<file path="src/hw/rtl/u2dec_pkg.sv">
// Shared types and constants for the unsigned binary to decimal ASCII converter.
// No dependencies; imported by the controller, the datapath and the top level.

package u2dec_pkg;

  localparam int unsigned BIN_W     = 64;              // binary input width
  localparam int unsigned CAP_W     = 5;               // buffer_size width
  localparam int unsigned DIG_N     = 20;              // decimal digits of 2^64-1
  localparam int unsigned BCD_W     = 4 * DIG_N;       // packed BCD width
  localparam int unsigned MAX_CAP   = DIG_N + 1;       // digits plus terminator
  localparam int unsigned BIT_CNT_W = $clog2(BIN_W + 1);
  localparam int unsigned DIG_CNT_W = $clog2(DIG_N + 1);
  localparam int unsigned CHAR_W    = 8;

  localparam logic [CHAR_W-1:0] ASCII_ZERO = 8'h30;
  localparam logic [CHAR_W-1:0] ASCII_NUL  = 8'h00;

  // Controller to datapath commands, at most one set per cycle.
  typedef struct packed {
    logic load;      // capture input, clear BCD, clamp capacity
    logic conv;      // one shift-add-3 step
    logic skip;      // drop one leading zero digit
    logic set_keep;  // keep = min(digit count, capacity - 1)
    logic emit;      // load the output register with a digit or the terminator
  } cmd_t;

  // Datapath to controller status.
  typedef struct packed {
    logic bits_done;  // all binary bits shifted in
    logic skip_more;  // top digit is a leading zero that can go
    logic keep_zero;  // no digits left to emit, terminator next
  } sts_t;

endpackage

</file>
<file path="src/hw/rtl/u2dec_in_if.sv">
// Input channel: value and buffer size with a valid/ready handshake.
// Depends on u2dec_pkg for field widths.

interface u2dec_in_if;
  import u2dec_pkg::*;

  logic                     valid;
  logic                     ready;
  logic [BIN_W-1:0]         value;
  logic [CAP_W-1:0]         buffer_size;

  modport source (output valid, output value, output buffer_size, input ready);
  modport sink   (input valid, input value, input buffer_size, output ready);
endinterface

</file>
<file path="src/hw/rtl/u2dec_out_if.sv">
// Output channel: one ASCII byte per transfer, last on the terminator.
// Depends on u2dec_pkg for field widths.

interface u2dec_out_if;
  import u2dec_pkg::*;

  logic              valid;
  logic              ready;
  logic [CHAR_W-1:0] char_code;
  logic              last;

  modport source (output valid, output char_code, output last, input ready);
  modport sink   (input valid, input char_code, input last, output ready);
endinterface

</file>
<file path="src/hw/rtl/unsigned_to_decimal_ascii.sv">
// Top level of the unsigned 64-bit binary to decimal ASCII converter.
// Instantiates u2dec_ctrl and u2dec_dp; uses u2dec_pkg, u2dec_in_if, u2dec_out_if.
//
// Each accepted value comes out as its decimal digits in ASCII, most
// significant first with no leading zeros (zero gives "0"), cut to
// buffer_size-1 digits (0 acts as 1, above 21 as 21), then a NUL byte with
// last set. One item is worked at a time: the next item is accepted only
// after the terminator has been loaded into the output register. The
// bit-serial shift-add-3 converter takes one binary bit per cycle; then
// leading zeros are stripped one at a time and the bytes are emitted, with
// emission held while the output is stalled. The last byte sits in the
// output register while the next item is accepted.

module unsigned_to_decimal_ascii import u2dec_pkg::*; (
  input  logic         clk_i,
  input  logic         rst_ni,
  u2dec_in_if.sink     in_i,
  u2dec_out_if.source  out_o
);

  cmd_t cmd;
  sts_t sts;

  u2dec_ctrl u_ctrl (
    .clk_i       (clk_i),
    .rst_ni      (rst_ni),
    .in_valid_i  (in_i.valid),
    .in_ready_o  (in_i.ready),
    .out_valid_o (out_o.valid),
    .out_ready_i (out_o.ready),
    .sts_i       (sts),
    .cmd_o       (cmd)
  );

  u2dec_dp u_dp (
    .clk_i         (clk_i),
    .value_i       (in_i.value),
    .buffer_size_i (in_i.buffer_size),
    .cmd_i         (cmd),
    .sts_o         (sts),
    .char_code_o   (out_o.char_code),
    .last_o        (out_o.last)
  );

endmodule

</file>
<file path="src/hw/rtl/u2dec_dp.sv">
// Datapath: bit-serial shift-add-3 converter, leading zero strip, digit
// emission and the output byte register. Driven by u2dec_ctrl; uses u2dec_pkg.

module u2dec_dp import u2dec_pkg::*; (
  input  logic              clk_i,
  input  logic [BIN_W-1:0]  value_i,
  input  logic [CAP_W-1:0]  buffer_size_i,
  input  cmd_t              cmd_i,
  output sts_t              sts_o,
  output logic [CHAR_W-1:0] char_code_o,
  output logic              last_o
);

  logic [BIN_W-1:0]     bin_q, bin_d;
  logic [BCD_W-1:0]     bcd_q, bcd_d;
  logic [BIT_CNT_W-1:0] bit_cnt_q, bit_cnt_d;
  logic [DIG_CNT_W-1:0] ndig_q, ndig_d;
  logic [DIG_CNT_W-1:0] cap1_q, cap1_d;
  logic [DIG_CNT_W-1:0] keep_q, keep_d;
  logic [CHAR_W-1:0]    char_q, char_d;
  logic                 last_q, last_d;
  logic [BCD_W-1:0]     bcd_adj;
  logic [3:0]           top_dig;

  // Add 3 to every digit of 5 or more; the digits are independent.
  function automatic logic [BCD_W-1:0] add3(input logic [BCD_W-1:0] b);
    logic [BCD_W-1:0] r;
    r = b;
    for (int k = 0; k < DIG_N; k++) begin
      if (b[4*k +: 4] >= 4'd5) r[4*k +: 4] = b[4*k +: 4] + 4'd3;
    end
    return r;
  endfunction

  assign bcd_adj = add3(bcd_q);
  assign top_dig = bcd_q[BCD_W-1 -: 4];

  always_comb begin
    bin_d     = bin_q;
    bcd_d     = bcd_q;
    bit_cnt_d = bit_cnt_q;
    ndig_d    = ndig_q;
    cap1_d    = cap1_q;
    keep_d    = keep_q;
    char_d    = char_q;
    last_d    = last_q;
    if (cmd_i.load) begin
      bin_d     = value_i;
      bcd_d     = '0;
      bit_cnt_d = BIT_CNT_W'(BIN_W);
      ndig_d    = DIG_CNT_W'(DIG_N);
      if (buffer_size_i == '0)                        cap1_d = '0;
      else if (buffer_size_i > CAP_W'(MAX_CAP))       cap1_d = DIG_CNT_W'(DIG_N);
      else                                            cap1_d = buffer_size_i - 1'b1;
    end else if (cmd_i.conv) begin
      bcd_d     = {bcd_adj[BCD_W-2:0], bin_q[BIN_W-1]};
      bin_d     = {bin_q[BIN_W-2:0], 1'b0};
      bit_cnt_d = bit_cnt_q - 1'b1;
    end else if (cmd_i.skip) begin
      bcd_d  = {bcd_q[BCD_W-5:0], 4'h0};
      ndig_d = ndig_q - 1'b1;
    end else if (cmd_i.set_keep) begin
      keep_d = (ndig_q < cap1_q) ? ndig_q : cap1_q;
    end else if (cmd_i.emit) begin
      if (keep_q != '0) begin
        char_d = ASCII_ZERO + {4'h0, top_dig};
        last_d = 1'b0;
        bcd_d  = {bcd_q[BCD_W-5:0], 4'h0};
        keep_d = keep_q - 1'b1;
      end else begin
        char_d = ASCII_NUL;
        last_d = 1'b1;
      end
    end
  end

  always_ff @(posedge clk_i) begin
    bin_q     <= bin_d;
    bcd_q     <= bcd_d;
    bit_cnt_q <= bit_cnt_d;
    ndig_q    <= ndig_d;
    cap1_q    <= cap1_d;
    keep_q    <= keep_d;
    char_q    <= char_d;
    last_q    <= last_d;
  end

  assign sts_o.bits_done = (bit_cnt_q == '0);
  assign sts_o.skip_more = (top_dig == 4'h0) && (ndig_q != DIG_CNT_W'(1));
  assign sts_o.keep_zero = (keep_q == '0);
  assign char_code_o     = char_q;
  assign last_o          = last_q;

endmodule

</file>
<file path="src/hw/rtl/u2dec_ctrl.sv">
// Controller: sequences load, conversion, zero strip and emission, and owns
// the output valid flag. Talks to u2dec_dp through cmd_t/sts_t from u2dec_pkg.

module u2dec_ctrl import u2dec_pkg::*; (
  input  logic clk_i,
  input  logic rst_ni,
  input  logic in_valid_i,
  output logic in_ready_o,
  output logic out_valid_o,
  input  logic out_ready_i,
  input  sts_t sts_i,
  output cmd_t cmd_o
);

  localparam logic [2:0] ST_IDLE = 3'd0;
  localparam logic [2:0] ST_CONV = 3'd1;
  localparam logic [2:0] ST_SKIP = 3'd2;
  localparam logic [2:0] ST_EMIT = 3'd3;

  logic [2:0] state_q, state_d;
  logic       ovalid_q, ovalid_d;
  logic       out_free;

  assign out_free = !ovalid_q || out_ready_i;

  always_comb begin
    state_d  = state_q;
    ovalid_d = ovalid_q && !out_ready_i;
    cmd_o    = '0;
    case (state_q)
      ST_IDLE: begin
        if (in_valid_i) begin
          cmd_o.load = 1'b1;
          state_d    = ST_CONV;
        end
      end
      ST_CONV: begin
        if (sts_i.bits_done) state_d = ST_SKIP;
        else                 cmd_o.conv = 1'b1;
      end
      ST_SKIP: begin
        if (sts_i.skip_more) begin
          cmd_o.skip = 1'b1;
        end else begin
          cmd_o.set_keep = 1'b1;
          state_d        = ST_EMIT;
        end
      end
      ST_EMIT: begin
        if (out_free) begin
          cmd_o.emit = 1'b1;
          ovalid_d   = 1'b1;
          if (sts_i.keep_zero) state_d = ST_IDLE;  // terminator loaded
        end
      end
      default: state_d = ST_IDLE;
    endcase
  end

  always_ff @(posedge clk_i or negedge rst_ni) begin
    if (!rst_ni) begin
      state_q  <= ST_IDLE;
      ovalid_q <= 1'b0;
    end else begin
      state_q  <= state_d;
      ovalid_q <= ovalid_d;
    end
  end

  assign in_ready_o  = (state_q == ST_IDLE);
  assign out_valid_o = ovalid_q;

`ifndef NO_ASSERTIONS
  a_cmd_onehot: assert property (@(posedge clk_i) disable iff (!rst_ni)
    $onehot0({cmd_o.load, cmd_o.conv, cmd_o.skip, cmd_o.set_keep, cmd_o.emit}))
    else $error("more than one datapath command");

  a_emit_free: assert property (@(posedge clk_i) disable iff (!rst_ni)
    cmd_o.emit |-> (!ovalid_q || out_ready_i))
    else $error("output byte overwritten before transfer");

  a_accept_conv: assert property (@(posedge clk_i) disable iff (!rst_ni)
    (in_valid_i && in_ready_o) |=> (state_q == ST_CONV))
    else $error("accepted item did not start conversion");

  a_term_done: assert property (@(posedge clk_i) disable iff (!rst_ni)
    (cmd_o.emit && sts_i.keep_zero) |=> (state_q == ST_IDLE && ovalid_q))
    else $error("terminator not presented");

  a_no_out_in_conv: assert property (@(posedge clk_i) disable iff (!rst_ni)
    (state_q == ST_CONV) |-> !cmd_o.emit)
    else $error("emission during conversion");
`endif

endmodule
</file>
<file path="src/flat_wrapper.sv">
// flat-port wrapper written by rule: the top's interface ports become plain ports
module unsigned_to_decimal_ascii_flat import u2dec_pkg::*;
  (clk_i, rst_ni, in_i_valid, in_i_value, in_i_buffer_size, in_i_ready, out_o_valid, out_o_char_code, out_o_last, out_o_ready);
  u2dec_in_if in_i_i ();
  u2dec_out_if out_o_i ();
  input  logic clk_i;
  input  logic rst_ni;
  input wire logic [$bits(in_i_i.valid)-1:0] in_i_valid;
  input wire logic [$bits(in_i_i.value)-1:0] in_i_value;
  input wire logic [$bits(in_i_i.buffer_size)-1:0] in_i_buffer_size;
  output wire logic [$bits(in_i_i.ready)-1:0] in_i_ready;
  output wire logic [$bits(out_o_i.valid)-1:0] out_o_valid;
  output wire logic [$bits(out_o_i.char_code)-1:0] out_o_char_code;
  output wire logic [$bits(out_o_i.last)-1:0] out_o_last;
  input wire logic [$bits(out_o_i.ready)-1:0] out_o_ready;
  assign in_i_i.valid = in_i_valid;
  assign in_i_i.value = in_i_value;
  assign in_i_i.buffer_size = in_i_buffer_size;
  assign in_i_ready = in_i_i.ready;
  assign out_o_valid = out_o_i.valid;
  assign out_o_char_code = out_o_i.char_code;
  assign out_o_last = out_o_i.last;
  assign out_o_i.ready = out_o_ready;
  unsigned_to_decimal_ascii u_core (.clk_i(clk_i), .rst_ni(rst_ni), .in_i(in_i_i), .out_o(out_o_i));
endmodule
</file>
<file path="config.mk">
export PLATFORM = sky130hd
export DESIGN_NAME = unsigned_to_decimal_ascii_flat
export DESIGN_NICKNAME = d
export VERILOG_FILES = /design/src/hw/rtl/u2dec_pkg.sv /design/src/hw/rtl/u2dec_in_if.sv /design/src/hw/rtl/u2dec_out_if.sv /design/src/hw/rtl/unsigned_to_decimal_ascii.sv /design/src/hw/rtl/u2dec_dp.sv /design/src/hw/rtl/u2dec_ctrl.sv /design/src/flat_wrapper.sv
export SDC_FILE = /design/constraint.sdc
export NUM_CORES = 1
export LEC_CHECK = 0
export ABC_AREA = 0
export BUFFER_PORTS_ARGS = -buffer_cell sky130_fd_sc_hd__buf_2
export CAP_MARGIN = 15
export CORE_ASPECT_RATIO = 0.5
export CORE_MARGIN = 2
export CORE_UTILIZATION = 38
export DETAILED_ROUTE_END_ITERATION = 10
export GPL_TIMING_DRIVEN = 0
export PLACE_DENSITY = 0.56
export SLEW_MARGIN = 20
export SYNTH_ARGS = -nofsm -noshare
export SYNTH_HDL_FRONTEND = slang
export SYNTH_SLANG_ARGS = --single-unit
</file>
<file path="constraint.sdc">
create_clock -name clk_i -period 5 [get_ports clk_i]
set_input_delay 0.25 -clock clk_i [delete_from_list [all_inputs] [get_ports clk_i]]
set_output_delay 0.25 -clock clk_i [all_outputs]
set_load 0.02 [all_outputs]
</file>
After elaboration in Yosys (flattened, before gate mapping)
Index checks and enable logic that the tools add are counted.

Register bits after elaboration: 179. Output and inout bits: 11. Logic and storage cells: 144.

Add/sub/neg operators: 25. Order comparisons: 22. Equal/unequal tests: 10. Multiplexer cells: 50. Bitwise gates (word level): 4. Reduce and logical (&&, ||, !) cells: 22.

Operator list (number): $mux W80 (5); $mux W64 (2); $ge A4 B3 Y1 const B (20); $add A4 B2 Y4 const B (19); $mux W4 (19); $mux W5 (5); $mux W3 (6); $reduce_and A5 Y1 (3); $sub A5 B1 Y5 const B (3); $pmux W3 S4 (1); $mux W1 (11); $logic_not A5 Y1 (2); $add A6 B4 Y7 const A (1); $logic_not A7 Y1 (1); $sub A7 B1 Y7 const B (1); $eq A3 B2 Y1 const B (2); $ne A2 B2 Y1 const B (3); $reduce_bool A2 Y1 (3); $reduce_bool A3 Y1 (2); $gt A5 B5 Y1 const B (1); $lt A5 B5 Y1 (1); $ne A5 B1 Y1 const B (1); $reduce_bool A5 Y1 (1); $logic_not A4 Y1 (1); other kinds (13) (19).

Depth between registers and ports, before layout
Gate-level depths: netlist of the first run.

Depth after elaboration: 8. Depth in mapped cells: 10.

Hierarchy
A second synthesis of the first run with hierarchy kept.

Cells, all modules: 997. Area, all modules: 9750.6 um^2.

By module, submodules not included: u2dec_dp (times used 1, cells an instance 974, area an instance 9522.9 um^2, seq. area each 4244.1 um^2); u2dec_ctrl (times used 1, cells an instance 23, area an instance 227.7 um^2, seq. area each 75.1 um^2).

Least setup slack after synthesis of the first run
OpenSTA, ideal clock, no wires.

Kind: register -> register. Start: register u_core.u_dp.bit_cnt_q[0]. End: register u_core.u_dp.char_q[0] (netlist: u_core.u_dp.char_code_o[0]), enable pin. Arrival time: 3.611 ns. Setup slack: 1.009 ns. Stages on the path, launching flop included: 10. Buffers on the path: 3. Period minus slack after synthesis: 3.991 ns. Cell sequence: dfxtp_1 inv_1 ha_1 or3b_1 o21ai_2 buf_4 buf_4 buf_4 nand2_1 nor3_1.

Word-level cells in the longest chain between the ends: 5.

Ends and longest elaborated chain: from (decl) (RTL line u2dec_dp.sv:16) `logic [BIT_CNT_W-1:0] bit_cnt_q, bit_cnt_d;`; from (signal assigned) (RTL line u2dec_dp.sv:80) `bit_cnt_q <= bit_cnt_d;`; $logic_not A7 Y1 (RTL line u2dec_dp.sv:88) `assign sts_o.bits_done = (bit_cnt_q == '0);`; $mux W1 (RTL line u2dec_ctrl.sv:38) `if (sts_i.bits_done) state_d = ST_SKIP;`; $mux W1 (RTL line u2dec_ctrl.sv:30) `case (state_q)`; $not A1 Y1 (no line); $reduce_and A5 Y1 (no line); to (signal assigned) (RTL line u2dec_dp.sv:84) `char_q <= char_d;`; to (decl) (RTL line u2dec_dp.sv:20) `logic [CHAR_W-1:0] char_q, char_d;`.

No other way between the ends. A chain may end at the register's enable or synchronous reset.

Worst setup path in the final report of the first run
Start: register u_core.u_ctrl.state_q[0]. End: register u_core.u_dp.char_q[1] (netlist: u_core.u_dp.char_code_o[1]), enable pin.

Word-level cells in the longest chain between the ends: 4.

Ends and longest elaborated chain: from (decl) (RTL line u2dec_ctrl.sv:20) `logic [2:0] state_q, state_d;`; from (signal assigned) (RTL line u2dec_ctrl.sv:65) `state_q <= state_d;`; $eq A3 B2 Y1, or another cell as far along (RTL line u2dec_ctrl.sv:30); $mux W2 / $mux W1 (equally long branches) (RTL line u2dec_ctrl.sv:30); $not A1 Y1 (no line); $reduce_and A5 Y1 (no line) (*).

Every way passes the cells marked *; elsewhere a longest branch is shown, timed or not.

==> results of run 1 <==
## sequential cells by signal (all words and copies together) (netlist names)
name                       count
u_core.u_dp.keep_q             5
u_core.u_dp.last_o             1
u_core.u_dp.bin_q             64
u_core.u_dp.cap1_q             5
u_core.u_dp.bcd_q             80
u_core.u_ctrl.state_q          2
u_core.u_dp.bit_cnt_q          7
u_core.u_ctrl.out_valid_o      1
u_core.u_dp.char_code_o        5
u_core.u_dp.ndig_q             5
## per-layer routing
layer,part of all wire,routed length (um)
met2,0.45,10500
met3,0.039,898
met5,0,0
met1,0.49,11500
met4,0.016,369
## cell type report
| class | count | area, um2 |
|---|---|---|
| Fill cell | 2452 | 14000 |
| Clock buffer | 17 | 425 |
| Timing Repair Buffer | 83 | 443 |
| Tap cell | 344 | 430 |
| Buffer | 61 | 334 |
| Multi-Input combinational cell | 830 | 4800 |
| Sequential cell | 175 | 4320 |
| Inverter | 58 | 218 |
| Clock inverter | 15 | 153 |
## critical path, delay by kind of cell (launching register included)
family	cells	cell delay, ns
adder cells (fa/ha/maj)	1	0.26
AND/OR/NAND/NOR	3	1.53
flip-flops	1	0.39
buffers and inverters	2	0.75
## Yosys cell counts, types with 2 or more instances
cell,count
a21oi_1,142
nor2_1,25
ha_1,54
a22oi_1,2
nor3_1,6
buf_1,3
nor4_1,2
dfxtp_1,92
inv_1,56
nand2b_1,24
buf_6,9
a211o_1,18
mux2i_1,28
nor3b_1,38
xnor2_1,28
and3_1,4
buf_2,12
o211ai_1,20
buf_4,6
clkbuf_1,31
nand2_1,283
edfxtp_1,80
o21ai_1,39
or3_1,3
nand3_1,25
a211oi_1,3
dfrtp_1,3
o21ai_0,62
and2_1,2
## per-stage QoR
| stage | total power, uW | std cells | hold WS, ns | cell area, um2 | setup TNS, ns |
|---|---|---|---|---|---|
| 2_1_floorplan | 6070 | 1124 | -0.0456 | 9660 | 0 |
| 3_3_place_gp | 7070 | 1549 | 0.0572 | 10500 | -2.53 |
| 3_5_place_dp | 7240 | 1550 | 0.0579 | 10500 | 0 |
| 4_1_cts | 8590 | 1583 | 0.0339 | 11100 | 0 |
| 5_1_grt | 9340 | 1583 | 0.0561 | 11100 | 0 |
| 6_report | 8540 | 1583 | 0.0585 | 11100 | 0 |
## cells by family (layout without fill, tap and decap cells)
kind of cell             after synthesis  after routing  share of synthesized area
other                                  1              2                   0.000388
flip-flops                           175            175                      0.447
AND/OR/NAND/NOR                      421            421                      0.199
XOR/XNOR                              29             29                     0.0263
multiplexers                          29             29                     0.0302
buffers and inverters                119            234                     0.0571
adder cells (fa/ha/maj)               54             54                     0.0700
AO/OA/AOI/OAI                        295            295                      0.170
## cells in the final DEF, fill, tap and decap left out, drive strengths merged, types with 2 or more instances in the layout
cell and instances:
o21ai 102, nor2 25, mux2i 28, nor4 2
a211oi 4, xnor2 28, and3 4, clkinv 8
ha 54, nand2 283, nand3 26, nand4 2
dfrtp 3, a22oi 2, clkbuf 48, or3 3
dfxtp 92, and2 2, conb 2, nand2b 24
buf 112, a211o 18, o211ai 20, inv 63
a21oi 143, nor3b 38, nor3 7, edfxtp 80
## worst paths after layout
| kind | startpoint | to | slack, ns | depth (start not counted) |
|---|---|---|---|---|
| max in group asynchronous | rst_ni | u_core.u_ctrl.state_q[0] | 4.75 | 2 |
| min in group asynchronous | rst_ni | u_core.u_ctrl.out_valid_o | 0.13 | 2 |
| setup reg to reg | u_core.u_ctrl.state_q[0] | u_core.u_dp.char_code_o[1] | 1.68 | 6 |
| setup / recovery | u_core.u_ctrl.state_q[0] | u_core.u_dp.char_code_o[1] | 1.68 | 6 |
| hold / removal | in_i_value[26] | u_core.u_dp.bin_q[26] | 0.06 | 3 |
| hold reg to reg | u_core.u_dp.bit_cnt_q[6] | u_core.u_dp.bit_cnt_q[6] | 0.48 | 2 |
## where the power goes
group          switching (uW)  internal (uW)  leakage (uW)
clock network             617            701      0.000281
logic                    2540           1690       0.00279
registers                 572           2420       0.00156
==> run_results.csv, run 1 <==
group,metric,value,unit
cells_and_area,syn2layout_area_growth,15.1,%
placed_design,gp_congestion,0.803,
clocking,clockBufferDepth,2,
sta,fin_skew,0.0122,ns
yosys,synthArstFlopShare,0.0171,
drt,wl,23.3,mm
placed_design,place_hpwl,16.7,mm
sta,setup_viol_count_final,0,
critical_path,crit_type,"reg2reg",
sta,rsz0062_at_grt,"no",
power,cellPowerDensity,768,nW/um2
sta,layout_setup_ws,1.68,ns
yosys,synth_cell_types,52,
grt,grtUsageTotal,0.180,
sta,period_share,0.664,
yosys,yosysWarnings,0,
drt,vias,8052,
critical_path,start_kind,"flop",
grt,met1_usage,0.246,
yosys,syn_area,9660,um2
status,status,"finished, final reports clean",
power,p_leak,0.00463,uW
placed_design,port_buffers,81,
yosys,synthTopCellsByArea,"edfxtp_1 (25%), dfxtp_1 (19%), nand2_1 (11%)",
floorplan,die_x,229,um
drt,drt_iter0_drc,512,
drt,ant_nets,0,
cells_and_area,layout.nets,1353,
sta,slew_viol_final,0,
critical_path,end_kind,"flop",
yosys,syn_area_per_cell,8.60,um2
floorplan,core.rowCount,41,
drt,drc_errors,0,
yosys,yosys.area.top_type_share,0.249,
critical_path,cp_data_arrival_time,3.39,ns
drt,avgRoutedWirePerCell,14.7,um
placed_design,place_ws,1.58,ns
grt,busiest_layer,"met2",
critical_path,critPathSlowestCell,"nor3_1",
grt,grt_pass1_vias,7425,
floorplan,die-area,26800,um2
grt,use_met2,0.288,
clocking,cts_tree,"yes",
clocking,post_cts.repair.setup_buffers,0,
sta,max_freq,0.301,GHz
critical_path,required,5.07,ns
worst_hold_path,hold_path.class,"in2reg",
floorplan,start_util,0.385,
yosys,ys.flop_type,"dfxtp_1",
clocking,cts_buffers,17,
cells_and_area,n_antenna_cell,0,
power,vdd_drop_max,0.295,mV
grt,grt-ovfl-total,0,
grt,antenna_found_initial,0,
clocking,root_buffer,"clkbuf_16",
drt,first_pass_iters,5,
clocking,cts_repair_resize_count,0,
floorplan,die_h,117,um
critical_path,critPathMaxStageDelay,0.77,ns
grt,grt_pass1_wl,38.1,mm
clocking,ctsHtreeMaxLevel,4,
floorplan,core,25100,um2
cells_and_area,final_util,0.443,
floorplan,io_pins,84,
critical_path,crit_fanout,10,
cells_and_area,drive_gt1_frac,0.123,
yosys,synth-edff-count,80,
clocking,cts_sinks,175,
clocking,clk_latency,0.44,ns
grt,gr-usage-met3,0.0354,
sta,timing.slew.headroom,0.426,
clocking,holdBufCountCts,1,
yosys,synthCells,1123,
yosys,synth_seq_cells,175,
grt,grt_max_degree,57,
yosys,ys_seq_area_frac,0.447,
critical_path,crit_chain,"inv_1, ha_1, nand2_1, clkbuf_1, nand2_4, nor3_1",
sta,final_hold_viol_count,0,
job,maxCapViolCount,0,
sta,worst_pin_slew,0.855,ns
clocking,clkTransAtPathRegs,0.07,ns
sta,min_period,3.32,ns
yosys,yosysTopAreaCell,"edfxtp_1",
drt,avgViaCountPerCell,5.09,
(Power assumes the default switching activity.)
==> run 2, diff against run 1 <==
- ABC_AREA: 0 -> 1
- PLACE_DENSITY: 0.56 -> 0.58
- clock period: 5 -> 2.7 ns (I/O delays scaled with it)
==> run 2 against run 1 <==
- design area up 21%
- synthesized cell count up 52%
- critical path type unchanged
- critical endpoint is now u_core.u_dp.char_code_o[0]
- sequential cell count unchanged
- count of clock-buffer cells in the layout up 2
- highest routed layer unchanged
- critical path depth up 3
- synthesized area up 16%
- core utilization up 2.0 points
- final cell count up 44%
- global-route usage up 2.1 points
- power up 120%
- register-to-register slack worse by 1.5 ns
==> run_results.csv, run 2 <==
group,metric,value,unit
cells_and_area,largest_reg_flops,80,
power,p_switching,8850,uW
power,vdd_drop_max,0.532,mV
grt,grt-ovfl-total,0,
grt,met1_usage,0.280,
power,p_leak,0.00714,uW
yosys,yosys.area.top_type_share,0.254,
grt,antenna_found_initial,0,
yosys,ys.flop_type,"dfxtp_1",
critical_path,rrSetupSlack,0.16,ns
floorplan,start_util,0.387,
drt,drt_iter0_drc,662,
floorplan,core.rowCount,44,
clocking,ctsHtreeMaxLevel,4,
placed_design,place_ws,-0.687,ns
cells_and_area,layout.nets,2003,
cells_and_area,final_cell_mix,"nand2_1 (758), inv_1 (177), nor2_1 (148)",
floorplan,die_h,126,um
job,maxCapViolCount,0,
yosys,synthCells,1705,
yosys,ys_seq_area_frac,0.385,
sta,rsz0062_at_grt,"no",
worst_hold_path,hold_path.class,"in2reg",
worst_hold_path,hold_start,"in_i_valid",
grt,busiest_layer,"met2",
yosys,yosysWarnings,0,
sta,max_freq,0.393,GHz
sta,fin_skew,0.00812,ns
placed_design,port_buffers,81,
yosys,yosysTopAreaCell,"nand2_1",
cells_and_area,layout_commonest_cell,"nand2_1",
grt,grt_pass1_wl,50.2,mm
drt,avgViaCountPerCell,4.80,
floorplan,die_x,247,um
clocking,cts_buffers,17,
critical_path,cp_data_arrival_time,2.69,ns
power,seq_power_share,0.285,
critical_path,r2r_start,"u_core.u_dp.bit_cnt_q[0]",
critical_path,required,2.84,ns
sta,final_hold_viol_count,0,
critical_path,start_kind,"flop",
floorplan,io_pins,84,
yosys,synth-edff-count,80,
cells_and_area,n_antenna_cell,0,
sta,timing.hold.ws,0.0531,ns
clocking,cts_tree,"yes",
clocking,clkTransAtPathRegs,0.07,ns
drt,ant_nets,0,
power,cellPowerDensity,1370,nW/um2
yosys,synthTopCellsByCount,"nand2_1 (759), inv_1 (177), nor2_1 (149), nand4_1 (126), dfxtp_1 (92)",
drt,first_pass_iters,5,
critical_path,end_kind,"flop",
sta,worst_pin_slew,0.837,ns
yosys,syn_area_per_cell,6.58,um2
placed_design,place_hpwl,20.1,mm
floorplan,core,29000,um2
yosys,syn_area,11200,um2
drt,vias,10937,
critical_path,critPathSlowestCell,"nor2_4",
critical_path,critPathLaunch,"u_core.u_dp.bit_cnt_q[0]",
power,power_frac_comb,0.575,
critical_path,crit_fanout,33,
status,status,"finished, final reports clean",
critical_path,critPathMaxStageDelay,0.32,ns
sta,slew_viol_final,0,
placed_design,gp_congestion,0.832,
critical_path,reg2reg_depth,9,
clocking,clk_latency,0.46,ns
sta,layout_setup_ws,0.157,ns
grt,grtUsageTotal,0.201,
clocking,clockBufferDepth,2,
critical_path,reg2reg_to,"u_core.u_dp.char_code_o[0]",
floorplan,die-area,31000,um2
yosys,synth_cell_types,32,
sta,setup_tns,0,ns
critical_path,crit_chain,"inv_1, ha_1, nand3_1, o21ai_2, buf_4, buf_6, buf_4, nand2_8, nor2_4",
yosys,yosysMostFrequentCell,"nand2_1",
critical_path,crit_top_cell,"buf_4",
yosys,synth_seq_cells,175,
grt,grt_max_degree,34,
grt,grt_pass1_vias,10183,
clocking,root_buffer,"clkbuf_16",
critical_path,crit_path_end,"u_core.u_dp.char_code_o[0]",
grt,gr-usage-met3,0.0320,
drt,drc_errors,0,
cells_and_area,final_util,0.463,
critical_path,crit_type,"reg2reg",
clocking,cts_sinks,175,
yosys,synthTopCellsByArea,"nand2_1 (25%), edfxtp_1 (21%), dfxtp_1 (16%)",
yosys,synthArstFlopShare,0.0171,
sta,period_share,0.942,
sta,timing.slew.headroom,0.442,
cells_and_area,syn2layout_area_growth,19.8,%
power,swShare,0.482,
grt,use_met2,0.317,
cells_and_area,drive_gt1_frac,0.0895,
cells_and_area,reg_top3,"u_core.u_dp.bcd_q: 80 flops, u_core.u_dp.bin_q: 64 flops, u_core.u_dp.bit_cnt_q: 7 flops",
drt,avgRoutedWirePerCell,13.2,um
power,pwr-share-clk,0.140,
sta,min_period,2.54,ns
power,internal-power,9520,uW
drt,wl,30.0,mm
cells_and_area,regMostFlops,"u_core.u_dp.bcd_q",
sta,setup_viol_count_final,0,
-- run 2: through the flow --
stage / cell area (um2) / power, uW / cells
after global routing: 13400 / 20500 / 2280
after global placement: 12100 / 15600 / 2178
after CTS: 13400 / 18400 / 2280
final: 13400 / 18400 / 2280
after detailed placement: 12100 / 15600 / 2178
after floorplan: 11200 / 13200 / 1706
-- run 2: cells by family after synthesis --
family                   count (synthesis)  share of synthesized area
other                                    1                   0.000334
adder cells (fa/ha/maj)                 54                     0.0602
AO/OA/AOI/OAI                           66                     0.0302
buffers and inverters                  277                      0.101
AND/OR/NAND/NOR                       1128                      0.420
flip-flops                             175                      0.385
XOR/XNOR                                 4                    0.00312
-- run 2: worst max-delay path, delay by kind of cell (launching register included) --
| kind | cells | cell delay [ns] |
|---|---|---|
| adder cells (fa/ha/maj) | 1 | 0.21 |
| flip-flops | 1 | 0.31 |
| AND/OR/NAND/NOR | 3 | 0.70 |
| buffers and inverters | 4 | 0.76 |
| AO/OA/AOI/OAI | 1 | 0.24 |
-- run 2: power groups by stage --
stage          registers [uW]  logic (uW)  clock network [uW]
3_5_place_dp             5290       10400                   0
6_report                 5240       10600                2570
3_3_place_gp             5270       10300                   0
5_1_grt                  5400       12300                2730
2_1_floorplan            5100        8080                   0
4_1_cts                  5230       10600                2630
-- run 2: metal layers --
metal  wire length, um  share of wire
met1             15100           0.50
met2             13200           0.44
met3              1090          0.036
met4               584          0.019
met5                 0              0
-- run 2: worst min path at each step --
stage	endpoint	slack, ns	cells past startpoint
after global placement	u_core.u_ctrl.out_valid_o	-0.06	1
after floorplan	u_core.u_ctrl.out_valid_o	-0.16	0
after CTS	u_core.u_ctrl.state_q[0]	0.03	4
after detailed placement	u_core.u_ctrl.out_valid_o	-0.06	1
after global routing	u_core.u_ctrl.state_q[0]	0.07	4
final	u_core.u_ctrl.state_q[0]	0.05	4
-- run 2: repair_timing --
item,in CTS,in global routing
cloned,1,0
endpoints found under the hold margin,70,0
endpoints found under the setup margin,75,20
pin swaps,2,1
gates resized for setup,5,4
hold buffers,69,0
setup buffers,0,0
-- run 2: area by class of cell --
class                           instances  area (um2)
Sequential cell                       175        4320
Fill cell                            3006       15600
Buffer                                 97         460
Timing Repair Buffer                  150        1100
Inverter                              180         676
Multi-Input combinational cell       1255        5820
Tap cell                              391         489
Clock buffer                           19         433
Clock inverter                         13         154
==> run 3, diff against run 2 <==
- RECOVER_POWER: unset -> 50
==> run 3 against run 2 <==
- die area stayed put
- routed wire length hardly changed
- largest cell class unchanged
- non-clock buffer count stayed put
- critical endpoint unchanged
- final cell count stayed put
- core utilization is 0.13 points lower
- combinational power hardly changed
- count of clock-buffer cells in the layout stayed put
- first-iteration DRC count is 1.1% lower
- sequential cell count stayed put
- power is 0.23% lower
- register-to-register slack hardly changed
==> run_results.csv, run 3 (same netlist as run 2, synthesis figures left out) <==
group,metric,value,unit
power,p_leak,0.00708,uW
critical_path,crit_fanout,33,
placed_design,place_ws,-0.687,ns
sta,layout_setup_ws,0.150,ns
critical_path,required,2.85,ns
drt,first_pass_iters,5,
drt,drc_errors,0,
sta,fin_skew,0.00694,ns
clocking,clockBufferDepth,2,
critical_path,crit_top_cell,"buf_4",
sta,period_share,0.945,
floorplan,start_util,0.387,
grt,grt_pass1_vias,10183,
cells_and_area,multi_input_area,5800,um2
floorplan,core,29000,um2
cells_and_area,layout.nets,2003,
cells_and_area,drive_gt1_frac,0.0826,
drt,avgRoutedWirePerCell,13.2,um
placed_design,place_area,12100,um2
sta,setup_viol_count_final,0,
clocking,cts_sinks,175,
floorplan,die_x,247,um
drt,ant_nets,0,
critical_path,crit_chain,"inv_1, ha_1, nand3_1, o21ai_2, buf_4, buf_6, buf_4, nand2_8, nor2_4",
sta,max_freq,0.392,GHz
cells_and_area,syn2layout_area_growth,19.5,%
placed_design,place_hpwl,20.1,mm
drt,vias,10952,
power,power,18300,uW
floorplan,die_h,126,um
clocking,cts_buffers,17,
worst_hold_path,hold_path.class,"in2reg",
floorplan,core.rowCount,44,
clocking,clk_latency,0.46,ns
floorplan,die-area,31000,um2
cells_and_area,regMostFlops,"u_core.u_dp.bcd_q",
cells_and_area,final_cell_mix,"nand2_1 (758), inv_1 (177), nor2_1 (149)",
critical_path,cp_data_arrival_time,2.70,ns
drt,avgViaCountPerCell,4.80,
critical_path,crit_family,"buffers and inverters",
sta,min_period,2.55,ns
grt,antenna_found_initial,0,
critical_path,crit_buf_inv,4,
cells_and_area,layout_commonest_cell,"nand2_1",
sta,rsz0062_at_grt,"no",
job,maxCapViolCount,0,
sta,setup_tns,0,ns
sta,timing.hold.ws,0.0533,ns
critical_path,end_kind,"flop",
clocking,clkTransAtPathRegs,0.07,ns
critical_path,rrSetupSlack,0.15,ns
critical_path,critPathMaxStageDelay,0.32,ns
placed_design,port_buffers,81,
cells_and_area,largest_reg_flops,80,
cells_and_area,final_area,13400,um2
status,status,"finished, final reports clean",
cells_and_area,n_antenna_cell,0,
power,vdd_drop_max,0.532,mV
grt,grt_max_degree,34,
placed_design,gp_congestion,0.832,
critical_path,critPathSlowestCell,"nor2_4",
sta,worst_pin_slew,0.881,ns
clocking,cts_tree,"yes",
sta,final_hold_viol_count,0,
grt,grt_pass1_wl,50.2,mm
clocking,ctsHtreeMaxLevel,4,
sta,timing.slew.headroom,0.413,
critical_path,crit_type,"reg2reg",
clocking,post_cts.repair.setup_buffers,0,
clocking,root_buffer,"clkbuf_16",
sta,slew_viol_final,0,
drt,drt_iter0_drc,655,
cells_and_area,area.sequential,4320,um2
critical_path,start_kind,"flop",
grt,grtUsageTotal,0.201,
power,cellPowerDensity,1370,nW/um2
cells_and_area,reg_top3,"u_core.u_dp.bcd_q: 80 flops, u_core.u_dp.bin_q: 64 flops, u_core.u_dp.bit_cnt_q: 7 flops",
cells_and_area,num-fill-cells,3016,
grt,grt-ovfl-total,0,
drt,wl,30.0,mm
floorplan,io_pins,84,
run 3: final timing paths:
kind / from / to / cells after the start
setup / recovery: u_core.u_dp.bit_cnt_q[0] / u_core.u_dp.char_code_o[0] / 9
hold / removal: in_i_valid / u_core.u_ctrl.state_q[0] / 4
setup reg to reg: u_core.u_dp.bit_cnt_q[0] / u_core.u_dp.char_code_o[0] / 9
hold reg to reg: u_core.u_dp.bit_cnt_q[6] / u_core.u_dp.bit_cnt_q[6] / 2
max in group asynchronous: rst_ni / u_core.u_ctrl.state_q[0] / 3
min in group asynchronous: rst_ni / u_core.u_ctrl.out_valid_o / 3
run 3: what timing repair did:
action	in CTS	in global routing
hold buffers	69	0
cloned	1	0
pin swaps	2	1
gates resized for setup	5	4
endpoints found under the hold margin	70	0
setup endpoints to repair	75	20
run 3: cell type report:
type / count / share of cell area
multi-input cells: 1255 / 0.432
flip-flops and latches: 175 / 0.322
repair buffers: 150 / 0.0808
inverters: 180 / 0.0504
well taps: 391 / 0.0365
plain buffers: 97 / 0.0341
clock buffers: 19 / 0.0323
clock inverters: 13 / 0.0115
run 3: per-layer routing:
metal / up-vias / routed length (um) / global-route usage
li1: 5756 / - / -
met2: 197 / 13200 / 0.317
met5: - / 0 / 0
met4: 0 / 575 / 0.0726
met1: 4959 / 15100 / 0.280
met3: 40 / 1100 / 0.0320
run 3: worst register-to-register path: cells and delay by family, from the launching register on:
family | cells | cell delay (ns)
buffers and inverters | 4 | 0.76
AND/OR/NAND/NOR | 3 | 0.71
flip-flops | 1 | 0.31
AO/OA/AOI/OAI | 1 | 0.25
adder cells (fa/ha/maj) | 1 | 0.21
run 3: per-stage QoR:
stage	utilization	std cells
floorplan	-	1706
global placement	0.418	2178
detailed placement	0.418	2178
CTS	0.463	2280
global route	0.462	2280
finish	0.462	2280
run 3: power by group:
part	internal, uW	switching, uW
sequential	4520	721
combinational	3590	6930
clock	1390	1180
total	9500	8840
